## src/hdl/lptd_pkg.sv

```systemverilog
// Shared types, constants and functions for the laser plane triangulation depth block.
// No dependencies; every other file of the block imports this package.
`default_nettype none

package lptd_pkg;

  localparam int unsigned CORDIC_STEPS = 16;
  localparam int unsigned DIV_STEPS    = 32;

  localparam logic signed [33:0] GAIN_INV     = 34'sd652032874;
  localparam logic signed [16:0] QUARTER_TURN = 17'sd23040;
  localparam logic signed [16:0] HALF_TURN    = 17'sd46080;

  // Configuration register indexes.
  localparam logic [2:0] REG_TILT     = 3'd0;
  localparam logic [2:0] REG_BASELINE = 3'd1;
  localparam logic [2:0] REG_FOCAL    = 3'd2;
  localparam logic [2:0] REG_CX       = 3'd3;
  localparam logic [2:0] REG_CY       = 3'd4;

  // Rotation state of one CORDIC lane: cos and sin in Q30, residual angle
  // in units of 2^-24 degree, and the fold flag.
  typedef struct packed {
    logic signed [33:0] x;
    logic signed [33:0] y;
    logic signed [32:0] z;
    logic               flip;
  } cordic_t;

  // Partial remainder, remaining dividend bits, quotient and divisor.
  typedef struct packed {
    logic [54:0] r;
    logic [31:0] p;
    logic [31:0] q;
    logic [54:0] d;
  } div_t;

  function automatic logic signed [32:0] atan_units(input logic [4:0] step);
    logic signed [32:0] v;
    case (step)
      5'd0:    v = 33'sd754974720;
      5'd1:    v = 33'sd445687602;
      5'd2:    v = 33'sd235489088;
      5'd3:    v = 33'sd119537938;
      5'd4:    v = 33'sd60000934;
      5'd5:    v = 33'sd30029717;
      5'd6:    v = 33'sd15018523;
      5'd7:    v = 33'sd7509720;
      5'd8:    v = 33'sd3754917;
      5'd9:    v = 33'sd1877466;
      5'd10:   v = 33'sd938734;
      5'd11:   v = 33'sd469367;
      5'd12:   v = 33'sd234684;
      5'd13:   v = 33'sd117342;
      5'd14:   v = 33'sd58671;
      5'd15:   v = 33'sd29335;
      5'd16:   v = 33'sd14668;
      5'd17:   v = 33'sd7334;
      5'd18:   v = 33'sd3667;
      5'd19:   v = 33'sd1833;
      5'd20:   v = 33'sd917;
      5'd21:   v = 33'sd458;
      5'd22:   v = 33'sd229;
      5'd23:   v = 33'sd115;
      5'd24:   v = 33'sd57;
      5'd25:   v = 33'sd29;
      5'd26:   v = 33'sd14;
      5'd27:   v = 33'sd7;
      5'd28:   v = 33'sd4;
      5'd29:   v = 33'sd2;
      5'd30:   v = 33'sd1;
      default: v = 33'sd0;
    endcase
    return v;
  endfunction

  // Folds an angle into +-90 degrees and builds the CORDIC start vector.
  function automatic cordic_t cordic_start(input logic signed [15:0] ang);
    cordic_t            c;
    logic signed [16:0] a;
    a = 17'(ang);
    c.flip = 1'b0;
    if (a > QUARTER_TURN) begin
      a = a - HALF_TURN;
      c.flip = 1'b1;
    end else if (a < -QUARTER_TURN) begin
      a = a + HALF_TURN;
      c.flip = 1'b1;
    end
    c.x = GAIN_INV;
    c.y = '0;
    c.z = {a, 16'b0};
    return c;
  endfunction

endpackage

`default_nettype wire

```

## src/hdl/lptd_div_cell.sv

```systemverilog
// One restoring-division step: shifts in a dividend bit and retires one quotient bit.
// Depends on lptd_pkg for the division stage type.
`default_nettype none

module lptd_div_cell (
  input  wire logic          clk_i,
  input  wire lptd_pkg::div_t cell_i,
  output lptd_pkg::div_t     cell_o
);
  import lptd_pkg::*;

  div_t        cell_d;
  div_t        cell_q;
  logic [55:0] rs;
  logic [55:0] rn;
  logic        ge;

  always_comb begin
    rs = {cell_i.r, cell_i.p[31]};
    ge = rs >= {1'b0, cell_i.d};
    rn = ge ? rs - {1'b0, cell_i.d} : rs;
    cell_d.r = rn[54:0];
    cell_d.p = {cell_i.p[30:0], 1'b0};
    cell_d.q = {cell_i.q[30:0], ge};
    cell_d.d = cell_i.d;
  end

  always_ff @(posedge clk_i) begin
    cell_q <= cell_d;
  end

  assign cell_o = cell_q;

endmodule

`default_nettype wire

```

## config.mk

```make
export PLATFORM = sky130hd
export DESIGN_NAME = lptd_div_cell
export DESIGN_NICKNAME = d
export VERILOG_FILES = /design/src/hdl/lptd_pkg.sv /design/src/hdl/lptd_div_cell.sv
export SDC_FILE = /design/constraint.sdc
export NUM_CORES = 1
export LEC_CHECK = 0
export BUFFER_PORTS_ARGS = -buffer_cell sky130_fd_sc_hd__buf_2
export CAP_MARGIN = 20
export CORE_AREA = 2 2 134 136
export DETAILED_ROUTE_END_ITERATION = 8
export DIE_AREA = 0 0 136 138
export PLACE_DENSITY = 0.86
export SYNTH_ARGS = -nofsm -noshare
export SYNTH_HDL_FRONTEND = slang
export SYNTH_SLANG_ARGS = --single-unit
```

## constraint.sdc

```tcl
create_clock -name clk_i -period 6.5 [get_ports clk_i]
set_input_delay 0.975 -clock clk_i [delete_from_list [all_inputs] [get_ports clk_i]]
set_output_delay 0.975 -clock clk_i [all_outputs]
set_load 0.005 [all_outputs]
```

==> out/qor.csv <==
stage,metric,value,unit
place,gpl congestion,0.915,
synthesis,top_reg_cell synth,dfxtp_1,
place,Buffers on Ports,346,
finish,max reg flops,173,
die,Die Height,138,um
global_routing,initial antenna violation count,4,
clocking,H-tree depth,4,
global_routing,total global routing overflow,0,
worst_hold_path,Hold Path Stages,1,
synthesis,synth top area cells,"dfxtp_1 (45%), ha_1 (8.9%), a21oi_1 (7.0%)",
timing,RSZ-0062 raised after global routing,no,
routing,routed len/inst,16.8,um
power,Flop pwr share,0.419,
routing,initial DRC count,418,
global_routing,first-pass GRT wire length,36200,um
synthesis,Post-synth EDFFs,0,
timing,Slew headroom,0.442,
worst_setup_path,critical path arrival,4540,ps
global_routing,GRT Util Overall,0.245,
clocking,CTS Buffer Depth,2,
finish,"commonest cells after routing, fill and taps aside","buf_2 (346), dfxtp_1 (173), a21oi_1 (108)",
timing,"Hold Violations, Final",0,
synthesis,Synthesized Nets,1073,
power,Sw Ratio,0.310,
clocking,Root Buffer,clkbuf_16,
die,Core Footprint,17500,um^2
finish,"commonest non-fill, non-tap cell in the layout",buf_2,
timing,worst-margin pin slew,834,ps
routing,post-route ant nets,0,
clocking,CTS Hold Bufs,0,
synthesis,post-synthesis cell area,7750,um^2
clocking,# Post-CTS Setup Buffers,0,
routing,drt pass-1 iters,5,
power,clock group share of total power,0.349,
synthesis,Synth warnings,0,
run,MaxCap Viol Count,0,
die,Initial Utilization,0.442,
synthesis,Yosys cell types,69,
worst_setup_path,CP required,6810,ps
routing,Via Count,7258,
routing,drc violations,0,
die,die area,18800,um^2
finish,fin cells,1417,
power,Static Leak,5.06,nW
worst_setup_path,critical path capture point type,register,
synthesis,Yosys reg bits,173,
finish,layout cells sized above 1,0.349,
power,Comb pwr share,0.233,
power,Int Pwr,0.00198,W
place,DP Wirelength,18800,um
synthesis,post-synth top area share,0.447,
finish,fin nets,1405,
timing,final period utilization,0.650,
clocking,CTS tree,built,
power,Max VDD drop,0.204,mV
place,worst slack at placement,1790,ps
synthesis,sequential share of the synthesized area,0.447,
synthesis,Synth Instances,842,
worst_hold_path,Hold Path Class,primary input to register,
synthesis,largest area contributor in the netlist,dfxtp_1,
power,Sw Pwr,0.000888,W
die,io pins,349,
routing,drt via density,5.12,
timing,slack of the critical path,2270,ps
routing,WL final,23800,um
clocking,post-CTS resize count,0,
timing,Period minus WS final,4230,ps
global_routing,vias in the first global route,7156,
finish,final core utilization,0.583,
synthesis,"Avg Cell Area, Syn",9.21,um^2
worst_setup_path,startpoint types,primary input,
die,Die Span X,136,um
global_routing,maximum number of pins on one net before global-route repair,54,
finish,Fillers,1552,
timing,setup TNS,0,ps
status,status,completed,
clocking,TritonCTS buffer count,17,
synthesis,Post-synth ARST share,0,
timing,f_max,237,MHz
worst_setup_path,critical-path maximum fanout,31,
clocking,Sink Count,173,
finish,Area Growth Syn to Fin,31.9,%
timing,count of pins over their slew limit,0,
place,DP Cell Count,1384,
worst_setup_path,critical path class,primary input to register,
power,Power Density,281,nW/um^2
clocking,clock-pin slew of the registers on the worst-case setup and hold paths,70,ps
timing,setup violators final,0,
die,row count,49,
through the flow:
stage	area [um^2]	hold WS [ps]	power (W)
after detailed placement	9640	1080	0.00188
after global routing	10200	617	0.00300
after global placement	9640	1080	0.00186
after CTS	10200	623	0.00288
final	10200	630	0.00287
after floorplan	7750	1000	0.00161
power groups by stage:
stage	logic (W)	clock network, W	registers, W
floorplan	0.000370	0	0.00124
global placement	0.000643	0	0.00122
detailed placement	0.000657	0	0.00122
CTS	0.000664	0.00101	0.00120
global route	0.000728	0.00106	0.00121
finish	0.000667	0.00100	0.00120
synthesized netlist by cell type (3+ instances only):
master,number
xor2_1,18
dfxtp_1,173
a21oi_1,108
buf_2,16
ha_1,55
o21bai_1,14
nand2b_1,7
clkbuf_1,16
a211oi_1,6
xnor2_1,30
a21boi_0,3
buf_4,3
mux2_2,3
o21ai_0,27
a21oi_2,6
mux2_1,8
a21o_1,24
nor2_1,83
nand4_1,19
nor3_1,9
o2111ai_1,3
inv_1,77
or3_1,6
a31oi_1,3
nor2b_1,4
o21ai_1,6
o21a_1,5
nand3_1,10
or2_2,3
a221o_1,4
nand2_1,44
final timing paths:
path,startpoint,to,slack (ps)
setup / recovery,cell_i[118],cell_o[144]$_DFF_P_,2270
hold / removal,cell_i[104],cell_o[105]$_DFF_P_,630
per-layer routing:
metal | share of wire | vias to the layer above | global-route usage
li1 | - | 3583 | -
met1 | 0.39 | 3324 | 0.274
met2 | 0.50 | 293 | 0.431
met3 | 0.070 | 54 | 0.0634
met4 | 0.037 | 4 | 0.116
met5 | 0.00096 | - | 0
layout make-up:
type / count / area, um^2 / share of cell area
Clock buffer: 17 / 425 / 0.0416
Multi-Input combinational cell: 557 / 3850 / 0.376
Timing Repair Buffer: 348 / 1760 / 0.172
Clock inverter: 14 / 150 / 0.0147
Sequential cell: 173 / 3460 / 0.339
Inverter: 77 / 289 / 0.0283
Antenna cell: 2 / 5.00 / 0.000489
Tap cell: 229 / 287 / 0.0280
cell families after synthesis:
kind of cell	after synthesis	share of synthesized area
AND/OR/NAND/NOR	202	0.124
AO/OA/AOI/OAI	239	0.209
XOR/XNOR	48	0.0542
multiplexers	11	0.0160
flip-flops	173	0.447
buffers and inverters	112	0.0583
adder cells (fa/ha/maj)	56	0.0913
other	1	0.000484
critical path: stages:
cell	delay, ps
buf_2	90
inv_1	40
ha_1	230
fa_1	430
and2b_1	230
o2111ai_1	140
a21oi_2	240
o211ai_2	200
a31oi_1	370
a2111oi_4	140
o211ai_4	690
buf_4	380
mux2_1	360
Power figures use the tool's default switching activity.
