$ cat src/hdl/lptd_pkg.sv
// Shared types, constants and functions for the laser plane triangulation depth block.
// No dependencies; every other file of the block imports this package.
`default_nettype none

package lptd_pkg;

  localparam int unsigned CORDIC_STEPS = 16;
  localparam int unsigned DIV_STEPS    = 32;

  localparam logic signed [33:0] GAIN_INV     = 34'sd652032874;
  localparam logic signed [16:0] QUARTER_TURN = 17'sd23040;
  localparam logic signed [16:0] HALF_TURN    = 17'sd46080;

  // Configuration register indexes.
  localparam logic [2:0] REG_TILT     = 3'd0;
  localparam logic [2:0] REG_BASELINE = 3'd1;
  localparam logic [2:0] REG_FOCAL    = 3'd2;
  localparam logic [2:0] REG_CX       = 3'd3;
  localparam logic [2:0] REG_CY       = 3'd4;

  // Rotation state of one CORDIC lane: cos and sin in Q30, residual angle
  // in units of 2^-24 degree, and the fold flag.
  typedef struct packed {
    logic signed [33:0] x;
    logic signed [33:0] y;
    logic signed [32:0] z;
    logic               flip;
  } cordic_t;

  // Partial remainder, remaining dividend bits, quotient and divisor.
  typedef struct packed {
    logic [54:0] r;
    logic [31:0] p;
    logic [31:0] q;
    logic [54:0] d;
  } div_t;

  function automatic logic signed [32:0] atan_units(input logic [4:0] step);
    logic signed [32:0] v;
    case (step)
      5'd0:    v = 33'sd754974720;
      5'd1:    v = 33'sd445687602;
      5'd2:    v = 33'sd235489088;
      5'd3:    v = 33'sd119537938;
      5'd4:    v = 33'sd60000934;
      5'd5:    v = 33'sd30029717;
      5'd6:    v = 33'sd15018523;
      5'd7:    v = 33'sd7509720;
      5'd8:    v = 33'sd3754917;
      5'd9:    v = 33'sd1877466;
      5'd10:   v = 33'sd938734;
      5'd11:   v = 33'sd469367;
      5'd12:   v = 33'sd234684;
      5'd13:   v = 33'sd117342;
      5'd14:   v = 33'sd58671;
      5'd15:   v = 33'sd29335;
      5'd16:   v = 33'sd14668;
      5'd17:   v = 33'sd7334;
      5'd18:   v = 33'sd3667;
      5'd19:   v = 33'sd1833;
      5'd20:   v = 33'sd917;
      5'd21:   v = 33'sd458;
      5'd22:   v = 33'sd229;
      5'd23:   v = 33'sd115;
      5'd24:   v = 33'sd57;
      5'd25:   v = 33'sd29;
      5'd26:   v = 33'sd14;
      5'd27:   v = 33'sd7;
      5'd28:   v = 33'sd4;
      5'd29:   v = 33'sd2;
      5'd30:   v = 33'sd1;
      default: v = 33'sd0;
    endcase
    return v;
  endfunction

  // Folds an angle into +-90 degrees and builds the CORDIC start vector.
  function automatic cordic_t cordic_start(input logic signed [15:0] ang);
    cordic_t            c;
    logic signed [16:0] a;
    a = 17'(ang);
    c.flip = 1'b0;
    if (a > QUARTER_TURN) begin
      a = a - HALF_TURN;
      c.flip = 1'b1;
    end else if (a < -QUARTER_TURN) begin
      a = a + HALF_TURN;
      c.flip = 1'b1;
    end
    c.x = GAIN_INV;
    c.y = '0;
    c.z = {a, 16'b0};
    return c;
  endfunction

endpackage

`default_nettype wire

$ cat src/hdl/lptd_cordic_cell.sv
// One rotation step of the sine/cosine CORDIC row, registered at its output.
// Depends on lptd_pkg for the lane type and the arctangent table.
`default_nettype none

module lptd_cordic_cell (
  input  wire logic             clk_i,
  input  wire logic [4:0]       step_i,
  input  wire lptd_pkg::cordic_t cell_i,
  output lptd_pkg::cordic_t     cell_o
);
  import lptd_pkg::*;

  cordic_t            cell_d;
  cordic_t            cell_q;
  logic signed [33:0] xs;
  logic signed [33:0] ys;
  logic signed [32:0] at;

  always_comb begin
    xs = cell_i.x >>> step_i;
    ys = cell_i.y >>> step_i;
    at = atan_units(step_i);
    cell_d = cell_i;
    if (cell_i.z >= 0) begin
      cell_d.x = cell_i.x - ys;
      cell_d.y = cell_i.y + xs;
      cell_d.z = cell_i.z - at;
    end else begin
      cell_d.x = cell_i.x + ys;
      cell_d.y = cell_i.y - xs;
      cell_d.z = cell_i.z + at;
    end
  end

  always_ff @(posedge clk_i) begin
    cell_q <= cell_d;
  end

  assign cell_o = cell_q;

endmodule

`default_nettype wire

$ cat config.mk
export PLATFORM = sky130hd
export DESIGN_NAME = lptd_cordic_cell
export DESIGN_NICKNAME = d
export VERILOG_FILES = /design/src/hdl/lptd_pkg.sv /design/src/hdl/lptd_cordic_cell.sv
export SDC_FILE = /design/constraint.sdc
export NUM_CORES = 1
export LEC_CHECK = 0
export ABC_AREA = 1
export BUFFER_PORTS_ARGS = -buffer_cell sky130_fd_sc_hd__buf_2
export CAP_MARGIN = 10
export CORE_MARGIN = 2
export CORE_UTILIZATION = 45
export DETAILED_ROUTE_END_ITERATION = 10
export GPL_TIMING_DRIVEN = 0
export PLACE_DENSITY_LB_ADDON = 0.15
export SETUP_SLACK_MARGIN = 0.4
export SLEW_MARGIN = 10
export SYNTH_ARGS = -nofsm -noshare
export SYNTH_HDL_FRONTEND = slang
export SYNTH_SLANG_ARGS = --single-unit
$ cat constraint.sdc
create_clock -name clk_i -period 5.1 [get_ports clk_i]
set_input_delay 1.02 -clock clk_i [delete_from_list [all_inputs] [get_ports clk_i]]
set_output_delay 1.02 -clock clk_i [all_outputs]
set_load 0.01 [all_outputs]
==> impl_metrics.py <==
metrics = {
    "job": {
        "cap_violations": 0,
    },
    "cells_and_area": {
        "largest_register_ffs": 102,
        "layout-drive-gt1-share_pct": 25.5,
        "antenna-diode-count": 0,
        "postLayoutCellArea_mm2": 0.0183,
        "multi_input_comb_area_mm2": 0.0124,
        "area_growth_pct": 27.1,
        "fin_nets": 2979,
        "ff_latch_area_mm2": 0.00204,
        "layout.cells.non_filler": 3167,
        "n_fill_cell": 3121,
    },
    "placement": {
        "dp_hpwl_um": 54200,
        "placed_area_mm2": 0.0160,
        "gp_congestion": 1.03,
        "dp.cells": 3080,
        "port_buffers": 205,
    },
    "grt": {
        "grt_max_degree": 18,
        "grt_first_pass_wirelength_um": 98600,
        "grt_overflow_total": 0,
        "antenna_found_initial": 0,
        "grt_pass1_vias": 17100,
        "grtUsageTotal_pct": 39.3,
    },
    "min_path": {
        "holdPathStages": 1,
        "hold_class": "primary input to flop",
    },
    "pwr": {
        "cellPowerDensity_mw_per_mm2": 291,
        "irDropWorstVdd_uv": 235,
        "p_leak_uw": 0.00930,
    },
    "cts": {
        "clock-sinks": 102,
        "htree_levels": 3,
        "cts-root-buf": "clkbuf_16",
        "cts_buffers": 9,
        "clk_pin_slew_ps": 80,
        "hold_buffers": 0,
        "cts_tree": "built",
        "clockBufferDepth": 2,
    },
    "worst_setup_path": {
        "path_buf_inv": 4,
        "crit_chain": "buf_2 -> buf_2 -> clkbuf_1 -> a21oi_2 -> nand2_1 -> nor2_2 -> nand3_1 -> nand3b_1 -> nand2_1 -> xor2_1 -> ha_1 -> nand2_2 -> nor2_4 -> nand2_1 -> nor2_1 -> nand2_1 -> o211ai_1 -> buf_4 -> a21o_1 -> nand3_1 -> nand2_1 -> xor2_1",
        "critical_path.most_common_cell": "nand2_1",
        "crit_cells": 22,
        "critical_path_class": "primary input to flop",
        "cp-end-kind": "flop",
        "critPathLaunchType": "primary input",
        "cp_max_fo": 10,
        "crit_family": "buffers and inverters",
        "max_stage_delay_ps": 630,
        "slowest_stage": "clkbuf_1",
        "required_ps": 5420,
        "cp_data_arrival_time_ps": 5040,
    },
    "run_status": {
        "status": "finished clean",
    },
    "floorplanning": {
        "die_h_um": 183,
        "die_w_um": 183,
        "io_pins": 210,
        "fp-row-count": 65,
        "initial_utilization_pct": 45.7,
        "core_mm2": 0.0316,
        "fp.dieArea_mm2": 0.0335,
    },
    "yosys": {
        "yosysSeqAreaShare_pct": 14.2,
        "synth_cells": 2473,
        "synth.avg_cell_area_um2": 5.83,
        "syn_area_mm2": 0.0144,
        "synth-edff-count": 0,
        "syn_nets": 2692,
        "ys_types": 52,
        "yosys_warnings": 0,
        "ys.flop_type": "dfxtp_1",
        "synth_seq_cells": 102,
        "async_flop_share_pct": 0,
    },
    "sta": {
        "timing.final.hold_violations": 0,
        "hold_ws_ps": 730,
        "fin_crit_ps": 4720,
        "setup_violations": 0,
        "worst_slew_pin_slew_ps": 1080,
        "rsz0062_at_grt": "true",
        "period_share_pct": 92.6,
        "fin_setup_tns_ps": 0,
        "final_max_slew_viol_count": 0,
        "max_slew_margin_pct": 28.1,
        "fmax_mhz": 212,
    },
    "routing": {
        "wl_um": 68900,
        "wl_per_cell_um": 21.7,
        "route.detailed.drc": 0,
        "postRouteAntennaNets": 0,
        "dr.pass1.iters": 7,
        "drt-vias-per-instance": 5.88,
        "vias": 18600,
        "drt_first_iter_violations": 1962,
    },
}
==> Yosys cell counts, drive strengths merged (4+ instances only) <==
cell | n | area (µm²)
o21a | 6 | 45.0
inv | 222 | 833
buf | 72 | 450
o211ai | 11 | 82.6
xor2 | 104 | 911
nand3b | 6 | 45.0
o21bai | 5 | 37.5
ha | 108 | 1350
a21boi | 8 | 60.1
nor2 | 233 | 945
nor3 | 14 | 85.1
o21ai | 93 | 480
o22ai | 5 | 31.3
a21o | 12 | 90.1
nand3 | 378 | 1960
a21oi | 132 | 672
o221a | 4 | 45.0
a31oi | 26 | 178
clkbuf | 16 | 60.1
nand4 | 20 | 153
a211oi | 4 | 30.0
xnor2 | 60 | 526
or2 | 5 | 31.3
dfxtp | 102 | 2040
nand2 | 811 | 3130
==> layout by cell type (no fill, tap or decap), types with 7 or more instances in the layout <==
master,netlist,final
ha_2,0,17
o211ai_1,11,11
nor2_1,211,166
dfxtp_1,102,102
clkbuf_1,16,11
inv_2,11,21
clkbuf_16,0,9
nand3_2,13,41
nand4_1,17,17
xor2_1,104,101
o21ai_0,71,42
a21oi_2,3,39
clkbuf_4,0,8
buf_6,12,17
nand3_1,365,334
a31oi_1,25,15
a21o_1,12,12
nand2_1,781,744
nor2_2,19,44
buf_12,0,7
nor2_4,3,23
nand2_4,2,13
o21ai_1,20,33
a21oi_1,129,90
o21ai_2,1,14
nor3_1,11,10
buf_4,12,92
buf_2,36,218
xnor2_1,60,59
ha_1,108,73
nand2_2,28,54
inv_1,211,200
ha_4,0,18
==> per-stage QoR <==
stage	total power [µW]	setup WS [ps]	utilization (%)
after floorplan	3150	405	-
after global placement	4080	-1020	50.6
after detailed placement	4110	-1030	50.6
after CTS	4940	384	53.7
after global routing	5690	160	58.1
final	5340	376	58.1
==> cell type report <==
| cell class | instances | area share (%) |
|---|---|---|
| inverters | 224 | 4.68 |
| clock inverters | 6 | 0.239 |
| plain buffers | 88 | 3.63 |
| clock buffers | 10 | 1.25 |
| well taps | 402 | 2.74 |
| flip-flops and latches | 102 | 11.1 |
| repair buffers | 276 | 8.89 |
| multi-input cells | 2059 | 67.4 |
==> cells by family after synthesis <==
logic type / count (synthesis) / share of synthesized area [%]
simple gates: 1473 / 44.3
buf+inv: 312 / 9.38
compound gates: 311 / 12.5
xor+xnor: 164 / 9.96
fa+ha+maj: 111 / 9.79
flops: 102 / 14.2
==> timing repair <==
item,CTS,global route
pin swaps,29,82
resized for setup,146,273
setup buffers,27,44
endpoints found under the setup margin,71,58
==> layer usage <==
layer | GRT usage (%) | wire length, µm
met1 | 50.1 | 27700
met5 | 0 | 0
met3 | 7.90 | 6870
met4 | 23.5 | 4740
met2 | 61.5 | 29600
==> report_power, final <==
part	total, µW	internal, µW	switching (µW)
sequential	1230	1150	74.4
combinational	3430	1310	2120
clock	684	335	349
==> worst paths after layout <==
kind | start | to | slack (ps)
worst max-delay path | step_i[4] | cell_o[99]$_DFF_P_ | 380
worst min-delay path | cell_i[0] | cell_o[0]$_DFF_P_ | 730
Power figures use the tool's default switching activity.
